--- src/hdl/apc_pkg.sv ---
// Shared constants for the amicable pair checker.
package apc_pkg;

    localparam int VALUE_BITS_DEF = 16;
    // Headroom bits for the divisor sum; sigma(n) < 8n over the supported range.
    localparam int SUM_EXTRA      = 3;

endpackage

--- src/hdl/amicable_pair_check.sv ---
// Amicable pair checker: top level with trial-division sequencer.
//
//  channel | dir | word contents
//  s_axis  | in  | first_value, second_value
//  m_axis  | out | is_pair
//
// Each value takes floor(sqrt(v))+1 trial divisions on the shared divider; a word needs
// the sum of both. A word with either value below two skips the divisions.
// Reset is synchronous, active low; it clears the sequencer and output valid.
// Input is taken only when idle; a finished result waits in the output register,
// and the next word may be accepted while it stalls.
module amicable_pair_check
    import apc_pkg::*;
#(
    parameter int VALUE_BITS = VALUE_BITS_DEF,
    localparam int IN_W      = ((2 * VALUE_BITS + 7) / 8) * 8
) (
    input  logic            i_clk,
    input  logic            i_rst_n,
    input  logic            i_s_tvalid,
    output logic            o_s_tready,
    input  logic [IN_W-1:0] i_s_tdata,   // first_value, second_value
    output logic            o_m_tvalid,
    input  logic            i_m_tready,
    output logic [7:0]      o_m_tdata    // is_pair
);

    localparam int SUM_W = VALUE_BITS + SUM_EXTRA;

    localparam logic [1:0] ST_IDLE  = 2'd0;
    localparam logic [1:0] ST_START = 2'd1;
    localparam logic [1:0] ST_WAIT  = 2'd2;
    localparam logic [1:0] ST_FIN   = 2'd3;

    logic [1:0]            r_state, n_state;
    logic [VALUE_BITS-1:0] r_a, n_a, r_b, n_b, r_d, n_d;
    logic                  r_sel, n_sel;
    logic [SUM_W-1:0]      r_sum, n_sum;
    logic                  r_hit, n_hit;
    logic                  r_ovalid, n_ovalid;
    logic                  r_odata, n_odata;

    logic                  div_start, div_done;
    logic [VALUE_BITS-1:0] div_quo, div_rem, cur, oth;
    logic [SUM_W-1:0]      proper;
    logic [VALUE_BITS-1:0] in_a, in_b;

    assign in_a = i_s_tdata[VALUE_BITS-1:0];
    assign in_b = i_s_tdata[2*VALUE_BITS-1:VALUE_BITS];

    assign cur    = r_sel ? r_b : r_a;
    assign oth    = r_sel ? r_a : r_b;
    assign proper = r_sum - SUM_W'(cur);

    assign div_start = (r_state == ST_START);

    apc_div #(.VALUE_BITS(VALUE_BITS)) u_div (
        .i_clk      (i_clk),
        .i_rst_n    (i_rst_n),
        .i_start    (div_start),
        .i_dividend (cur),
        .i_divisor  (r_d),
        .o_done     (div_done),
        .o_quo      (div_quo),
        .o_rem      (div_rem)
    );

    always_comb begin
        n_state  = r_state;
        n_a      = r_a;
        n_b      = r_b;
        n_d      = r_d;
        n_sel    = r_sel;
        n_sum    = r_sum;
        n_hit    = r_hit;
        n_ovalid = r_ovalid;
        n_odata  = r_odata;
        if (r_ovalid && i_m_tready) begin
            n_ovalid = 1'b0;
        end
        unique case (r_state)
            ST_IDLE: begin
                if (i_s_tvalid) begin
                    n_a   = in_a;
                    n_b   = in_b;
                    n_sel = 1'b0;
                    n_d   = VALUE_BITS'(1);
                    n_sum = '0;
                    n_hit = 1'b0;
                    if (in_a < VALUE_BITS'(2) || in_b < VALUE_BITS'(2)) begin
                        n_state = ST_FIN;
                    end else begin
                        n_state = ST_START;
                    end
                end
            end
            ST_START: begin
                n_state = ST_WAIT;
            end
            ST_WAIT: begin
                if (div_done) begin
                    if (div_quo < r_d) begin
                        // passed sqrt(v): this value's sum is complete
                        n_d   = VALUE_BITS'(1);
                        n_sum = '0;
                        if (!r_sel) begin
                            n_hit   = (proper == SUM_W'(oth));
                            n_sel   = 1'b1;
                            n_state = ST_START;
                        end else begin
                            n_hit   = r_hit && (proper == SUM_W'(oth));
                            n_state = ST_FIN;
                        end
                    end else begin
                        if (div_rem == '0) begin
                            n_sum = r_sum + SUM_W'(r_d)
                                  + ((div_quo != r_d) ? SUM_W'(div_quo) : '0);
                        end
                        n_d     = r_d + 1'b1;
                        n_state = ST_START;
                    end
                end
            end
            ST_FIN: begin
                if (!r_ovalid || i_m_tready) begin
                    n_ovalid = 1'b1;
                    n_odata  = r_hit;
                    n_state  = ST_IDLE;
                end
            end
            default: n_state = ST_IDLE;
        endcase
    end

    always_ff @(posedge i_clk) begin
        if (!i_rst_n) begin
            r_state  <= ST_IDLE;
            r_ovalid <= 1'b0;
        end else begin
            r_state  <= n_state;
            r_ovalid <= n_ovalid;
        end
        r_a     <= n_a;
        r_b     <= n_b;
        r_d     <= n_d;
        r_sel   <= n_sel;
        r_sum   <= n_sum;
        r_hit   <= n_hit;
        r_odata <= n_odata;
    end

    assign o_s_tready = (r_state == ST_IDLE);
    assign o_m_tvalid = r_ovalid;
    assign o_m_tdata  = {7'd0, r_odata};

endmodule

--- src/hdl/apc_div.sv ---
// Restoring divider, one quotient bit per cycle, shared by all trial divisions.
module apc_div
    import apc_pkg::*;
#(
    parameter int VALUE_BITS = VALUE_BITS_DEF
) (
    input  logic                  i_clk,
    input  logic                  i_rst_n,
    input  logic                  i_start,
    input  logic [VALUE_BITS-1:0] i_dividend,
    input  logic [VALUE_BITS-1:0] i_divisor,
    output logic                  o_done,
    output logic [VALUE_BITS-1:0] o_quo,
    output logic [VALUE_BITS-1:0] o_rem
);

    localparam int CNT_W = $clog2(VALUE_BITS);

    logic                  r_busy, n_busy;
    logic [CNT_W-1:0]      r_cnt, n_cnt;
    logic [VALUE_BITS-1:0] r_quo, n_quo;
    logic [VALUE_BITS:0]   r_rem, n_rem;
    logic [VALUE_BITS-1:0] r_dsr, n_dsr;
    logic                  r_done, n_done;
    logic [VALUE_BITS:0]   trial;
    logic                  fits;

    assign trial = {r_rem[VALUE_BITS-1:0], r_quo[VALUE_BITS-1]};
    assign fits  = trial >= {1'b0, r_dsr};

    always_comb begin
        n_busy = r_busy;
        n_cnt  = r_cnt;
        n_quo  = r_quo;
        n_rem  = r_rem;
        n_dsr  = r_dsr;
        n_done = 1'b0;
        if (i_start) begin
            n_busy = 1'b1;
            n_cnt  = '0;
            n_quo  = i_dividend;
            n_rem  = '0;
            n_dsr  = i_divisor;
        end else if (r_busy) begin
            n_rem = fits ? (trial - {1'b0, r_dsr}) : trial;
            n_quo = {r_quo[VALUE_BITS-2:0], fits};
            n_cnt = r_cnt + 1'b1;
            if (r_cnt == CNT_W'(VALUE_BITS - 1)) begin
                n_busy = 1'b0;
                n_done = 1'b1;
            end
        end
    end

    always_ff @(posedge i_clk) begin
        if (!i_rst_n) begin
            r_busy <= 1'b0;
            r_done <= 1'b0;
            r_cnt  <= '0;
        end else begin
            r_busy <= n_busy;
            r_done <= n_done;
            r_cnt  <= n_cnt;
        end
        r_quo <= n_quo;
        r_rem <= n_rem;
        r_dsr <= n_dsr;
    end

    assign o_done = r_done;
    assign o_quo  = r_quo;
    assign o_rem  = r_rem[VALUE_BITS-1:0];

endmodule

--- config.mk ---
export PLATFORM = sky130hd
export DESIGN_NAME = amicable_pair_check
export DESIGN_NICKNAME = d
export VERILOG_FILES = /design/src/hdl/apc_pkg.sv /design/src/hdl/amicable_pair_check.sv /design/src/hdl/apc_div.sv
export SDC_FILE = /design/constraint.sdc
export NUM_CORES = 1
export LEC_CHECK = 0
export BUFFER_PORTS_ARGS = -buffer_cell sky130_fd_sc_hd__clkbuf_2
export CORE_MARGIN = 5
export CORE_UTILIZATION = 40
export CTS_BUF_LIST = sky130_fd_sc_hd__clkbuf_4 sky130_fd_sc_hd__clkbuf_8
export DETAILED_ROUTE_END_ITERATION = 6
export PLACE_DENSITY = 0.55
export SETUP_SLACK_MARGIN = 0.05
export SYNTH_ARGS = -nofsm -noshare
export SYNTH_HDL_FRONTEND = slang
export SYNTH_HIERARCHICAL = 1
export SYNTH_SLANG_ARGS = --single-unit
export TNS_END_PERCENT = 5
--- constraint.sdc ---
create_clock -name i_clk -period 4.86 [get_ports i_clk]
set_input_delay 0.486 -clock i_clk [delete_from_list [all_inputs] [get_ports i_clk]]
set_output_delay 0.486 -clock i_clk [all_outputs]
set_load 0.005 [all_outputs]
## Word-level counts from Yosys, hierarchy flattened

Cells that the tools add are included.

- Add/sub/neg operators: 6
- Magnitude comparators: 4
- Equality and inequality tests: 11
- Muxes and demuxes: 37
- Bitwise logic cells: 2
- Reduce and logical (&&, ||, !) cells: 17

Operators with widths:

| operator | count |
|---|---|
| two-way mux 16 bit | 9 |
| two-way mux 19 bit | 4 |
| adder 19 x 16 -> 19 bit | 2 |
| one-hot mux 19 bit (2 select lines) | 1 |
| less-than comparator 16 x 2 -> 1 bit, second input constant | 2 |
| one-hot mux 16 bit (2 select lines) | 1 |
| == test 19 x 16 -> 1 bit | 1 |
| subtractor 19 x 16 -> 19 bit | 1 |
| greater-or-equal comparator 17 x 16 -> 1 bit | 1 |
| adder 16 x 1 -> 16 bit, second input constant | 1 |
| logical NOT 16 bit | 1 |
| less-than comparator 16 bit | 1 |
| inequality test 16 bit | 1 |
| subtractor 16 bit | 1 |
| two-way mux 1 bit | 13 |
| two-way mux 2 bit | 6 |
| one-hot mux 2 bit (4 select lines) | 1 |
| AND reduction 4 bit | 2 |
| inequality test 2 bit, second input constant | 3 |
| AND reduction 3 bit | 2 |
| adder 4 x 1 -> 4 bit, second input constant | 1 |
| == test 2 bit, second input constant | 2 |
| == test 4 bit, second input constant | 1 |
| one-hot mux 1 bit (2 select lines) | 2 |
| other kinds (12) | 17 |

- Bits in registers: 127
- Bits of input ports: 36
- Output and inout bits: 10
- Logic and storage cells: 92

## Depth between registers and ports, before layout

- Depth in word-level cells: 8
- Depth in mapped cells: 22
- Gate-level depth less buffers: 21

## Hierarchy

The synthesis kept the hierarchy.

Modules (own cells, without submodules):

| module | times used | cells an instance | area each (um^2) |
|---|---|---|---|
| amicable_pair_check | 1 | 566 | 5849.4 |
| apc_div | 1 | 293 | 3078.0 |

## Worst setup path before layout

OpenSTA, ideal clock, no wires.

- Path type: register to register
- From: reg r_d[13]
- To: reg r_sum[17], data pin
- Library setup time: 0.266 ns
- Arrival: 3.974 ns
- Path slack: 0.620 ns
- Stages on the path, launching flop included: 22
- Path buffers: 1
- Period minus slack after synthesis: 4.240 ns
- Path through: edfxtp_1 -> inv_1 -> ha_1 -> nand4_1 -> nor2_1 -> and3_1 -> nand4_1 -> clkbuf_1 -> and2_1 -> fa_1 -> ha_1 -> inv_1 -> fa_1 -> nor2b_1 -> o2111ai_1 -> and4_1 -> nor2_1 -> a211o_1 -> a21oi_1 -> a21oi_1 -> xnor2_1 -> nor2_1

- Word-level cells in the longest chain between the ends: 7
- Elaborated cells on any way between the ends: 9

Ends and longest elaborated chain:

| what | line | text |
|---|---|---|
| start: declaration | amicable_pair_check.sv:36 | `logic [VALUE_BITS-1:0] r_a, n_a, r_b, n_b, r_d, n_d;` |
| start signal: assignment | amicable_pair_check.sv:145 | `r_d <= n_d;` |
| branches (longest 4 deep; another with adder 19 x 16 -> 19 bit) | n/a |  |
| two-way mux 19 bit (*) | amicable_pair_check.sv:102 | `if (div_quo < r_d) begin` |
| two-way mux 19 bit (*) | amicable_pair_check.sv:101 | `if (div_done) begin` |
| one-hot mux 19 bit (2 select lines) (*) | amicable_pair_check.sv:81 | `unique case (r_state)` |
| end signal: assignment | amicable_pair_check.sv:147 | `r_sum <= n_sum;` |
| end: declaration | amicable_pair_check.sv:38 | `logic [SUM_W-1:0] r_sum, n_sum;` |

Every way passes the cells marked *. The select of a mux whose other input is x is not followed.
A chain may end at the register's enable or synchronous reset.

## Worst setup path in the final report

- From: reg r_d[8]
- To: reg r_sum[17], data pin

Same word-level chain as after synthesis.

==> results.md <==
- Cts hold-fix bufs: 0
- Design area: 9770 µm²
- Width of the die: 159 µm
- Via density: 5.37
- Setup violations, final: 0
- EDFF count, synth: 102
- Starting Density: 40.8%
- Via Count: 6425
- N_diodes: 0
- Worst slew pin tran: 868 ps
- Detailed Place HPWL: 16.2 mm
- Die area: 25400 µm²
- Final Hold Fails: 0
- Commonest non-fill, non-tap cell in the layout: edfxtp_1
- TritonCTS clock tree: yes
- Slew HR: 42.0%
- Peak VDD IR: 124 µV
- DRT Wirelength: 20.5 mm
- Main synth FF type: edfxtp_1
- Clock transition at path regs: 80 ps
- Initial antenna violation count: 1
- Slew Viols, Final: 0
- Post-synthesis sequential area ratio: 39.9%
- Global Route Usage Sum: 16.3%
- Ports: 46
- Placement Cell Area: 9420 µm²
- H-tree depth: 4
- Setup crit end kind: flip-flop
- Critical path arrival: 4650 ps
- PortBufs: 38
- Clock Latency Late Sink: 450 ps
- Pwr Density: 370 nW/µm²
- Clock sinks: 127
- WS Path Type: flip-flop to flip-flop
- Clock skew: 10.4 ps
- Layout Area Growth over Synthesis: 9.47%
- Syn Area/Cell: 10.4 µm²
- Vias in the first global route: 6343
- Largest net degree at the start of global routing: 33
- Minimum clock period: 4460 ps
- DRT Pass-1 Iters: 5
- Nets: 1025
- Final Cycle Share: 91.8%
- Drc violations: 0
- Count of different cell masters after synthesis: 72
- Setup_tns: 0 ps
- Outcome: completed
- Rows: 54
- Root Driver: clkbuf_8
- Unrepaired setup endpoints after global routing: no
- Commonest non-fill, non-tap cells in the layout: 102 x edfxtp_1, 67 x nor2_1, 67 x ha_1, 66 x inv_1, 46 x nand2_1
- DRT antenna net count: 0
- Mapped Cells: 859
- Max Clock Freq: 224 MHz
- Crit path launch type: flip-flop
- Number of max-cap violations: 0
- Worst-path fanout max: 5
- Layout cells sized above 1: 13.5%
- Gr ovfl total: 0
- Synthesized flop and latch total: 127
- DR WL/cell: 17.2 µm
- Worst Hold Class: input pin to flip-flop
- Worst Path Required: 5050 ps
- Core outline area: 21900 µm²
- TritonCTS Buffers: 17
- Async SR Flop Fraction: 0%
- Ys Warns: 6
- Cell Area, Synth: 8930 µm²
- Die Y: 159 µm
- Maximum root-to-sink buffer count: 2
- Global-route wire length before repair: 33.6 mm
- Final Wtd Congestion: 0.861
- DR iter-0 viols: 375
- LEAKAGE: 4.04 nW
-- Yosys cell counts (8+ instances only) --
master      n  share of area (%)
clkbuf_1   14               0.59
o21ai_0    34                1.9
dfxtp_1    25                5.6
buf_4       8               0.67
mux2i_1    44                4.9
a31oi_1    12               0.84
nand4_1    16                1.1
xor2_1     21                2.1
xnor2_1    45                4.4
nor2_1     68                2.9
mux2_2     18                2.3
nor3_1     15               0.84
nor4_1     13               0.91
nor2b_1    10               0.70
a21o_1     26                2.2
a21oi_1    28                1.6
ha_1       67                9.4
nand2_1    46                1.9
nand2b_1   10               0.70
nand3_1    22                1.2
inv_1      66                2.8
fa_1       19                4.3
and2_1     21                1.5
edfxtp_1  102                 34
-- repair_timing --
action,in CTS,in global routing
endpoints found under the hold margin,0,0
setup endpoints to repair,0,5
resized for setup,0,3
setup buffers,0,2
-- power breakdown --
part / total (mW) / internal [mW] / switching (mW)
clock: 0.798 / 0.347 / 0.451
sequential: 1.40 / 1.30 / 0.102
combinational: 1.42 / 0.621 / 0.795
-- routing by layer --
layer | vias up | routed length [µm] | global-route usage, %
met4 | 0 | 272 | 4.07
li1 | 3204 | - | -
met2 | 108 | 9340 | 25.7
met5 | - | 0 | 0
met1 | 3089 | 10100 | 23.0
met3 | 24 | 800 | 3.65
-- state kept, by name, summed over array words and instances, names as in the netlist --
signal	count
u_div/r_cnt	4
u_div/o_quo	16
r_sum	19
r_sel	1
r_b	16
r_state	2
u_div/r_rem	16
r_hit	1
r_odata	1
r_d	16
o_m_tvalid	1
u_div/o_done	1
u_div/r_busy	1
u_div/r_dsr	16
r_a	16
-- cell type report --
| cell class | instances | area (µm²) |
|---|---|---|
| Inverter | 66 | 248 |
| Timing Repair Buffer | 52 | 308 |
| Sequential cell | 127 | 3560 |
| Clock buffer | 17 | 234 |
| Multi-Input combinational cell | 639 | 4970 |
| Tap cell | 280 | 350 |
| Clock inverter | 15 | 98.8 |
| Fill cell | 2195 | 12100 |
-- stage by stage --
step                      cells  utilization (%)  setup WS, ps  hold slack (ps)  power, mW
after floorplan             865                -           620              421       2.50
after global placement     1162             43.0           410              464       2.83
after detailed placement   1162             43.0           335              461       2.83
after CTS                  1194             44.5           305              171       3.64
after global routing       1196             44.6          68.1              170       3.88
final                      1196             44.6           396              209       3.62
-- worst paths after layout --
kind,slack [ps],endpoint,startpoint,depth (start not counted)
max,400,r_sum[17],r_d[8],20
min,210,r_b[0],i_s_tdata[16],1
max reg2reg,400,r_sum[17],r_d[8],20
min reg2reg,480,r_odata,r_hit,0
-- logic make-up after synthesis --
logic type                 Yosys count  share of synthesized area, %
and+or+nand+nor                    247                          13.9
AOI/OAI and AO/OA                  170                          13.7
DFF                                127                          39.9
buffers and inverters               99                          4.89
adders and majority gates           86                          13.7
xor gates and xnor gates            66                          6.48
muxes                               63                          7.37
other                                1                        0.0420
-- critical path, stage by stage (launching register included) --
cell	delay (ps)
edfxtp_1	420
inv_1	110
ha_1	300
nand4_1	110
nor2_2	190
and3_1	210
nand4_1	190
and2_1	230
fa_1	480
ha_1	180
inv_1	60
fa_1	380
nor2b_2	180
o2111ai_1	170
and4_1	220
nor2_1	180
a211o_1	170
a21oi_1	90
a21oi_1	160
xnor2_1	140
nor2_1	50
Power figures use the tool's default switching activity.
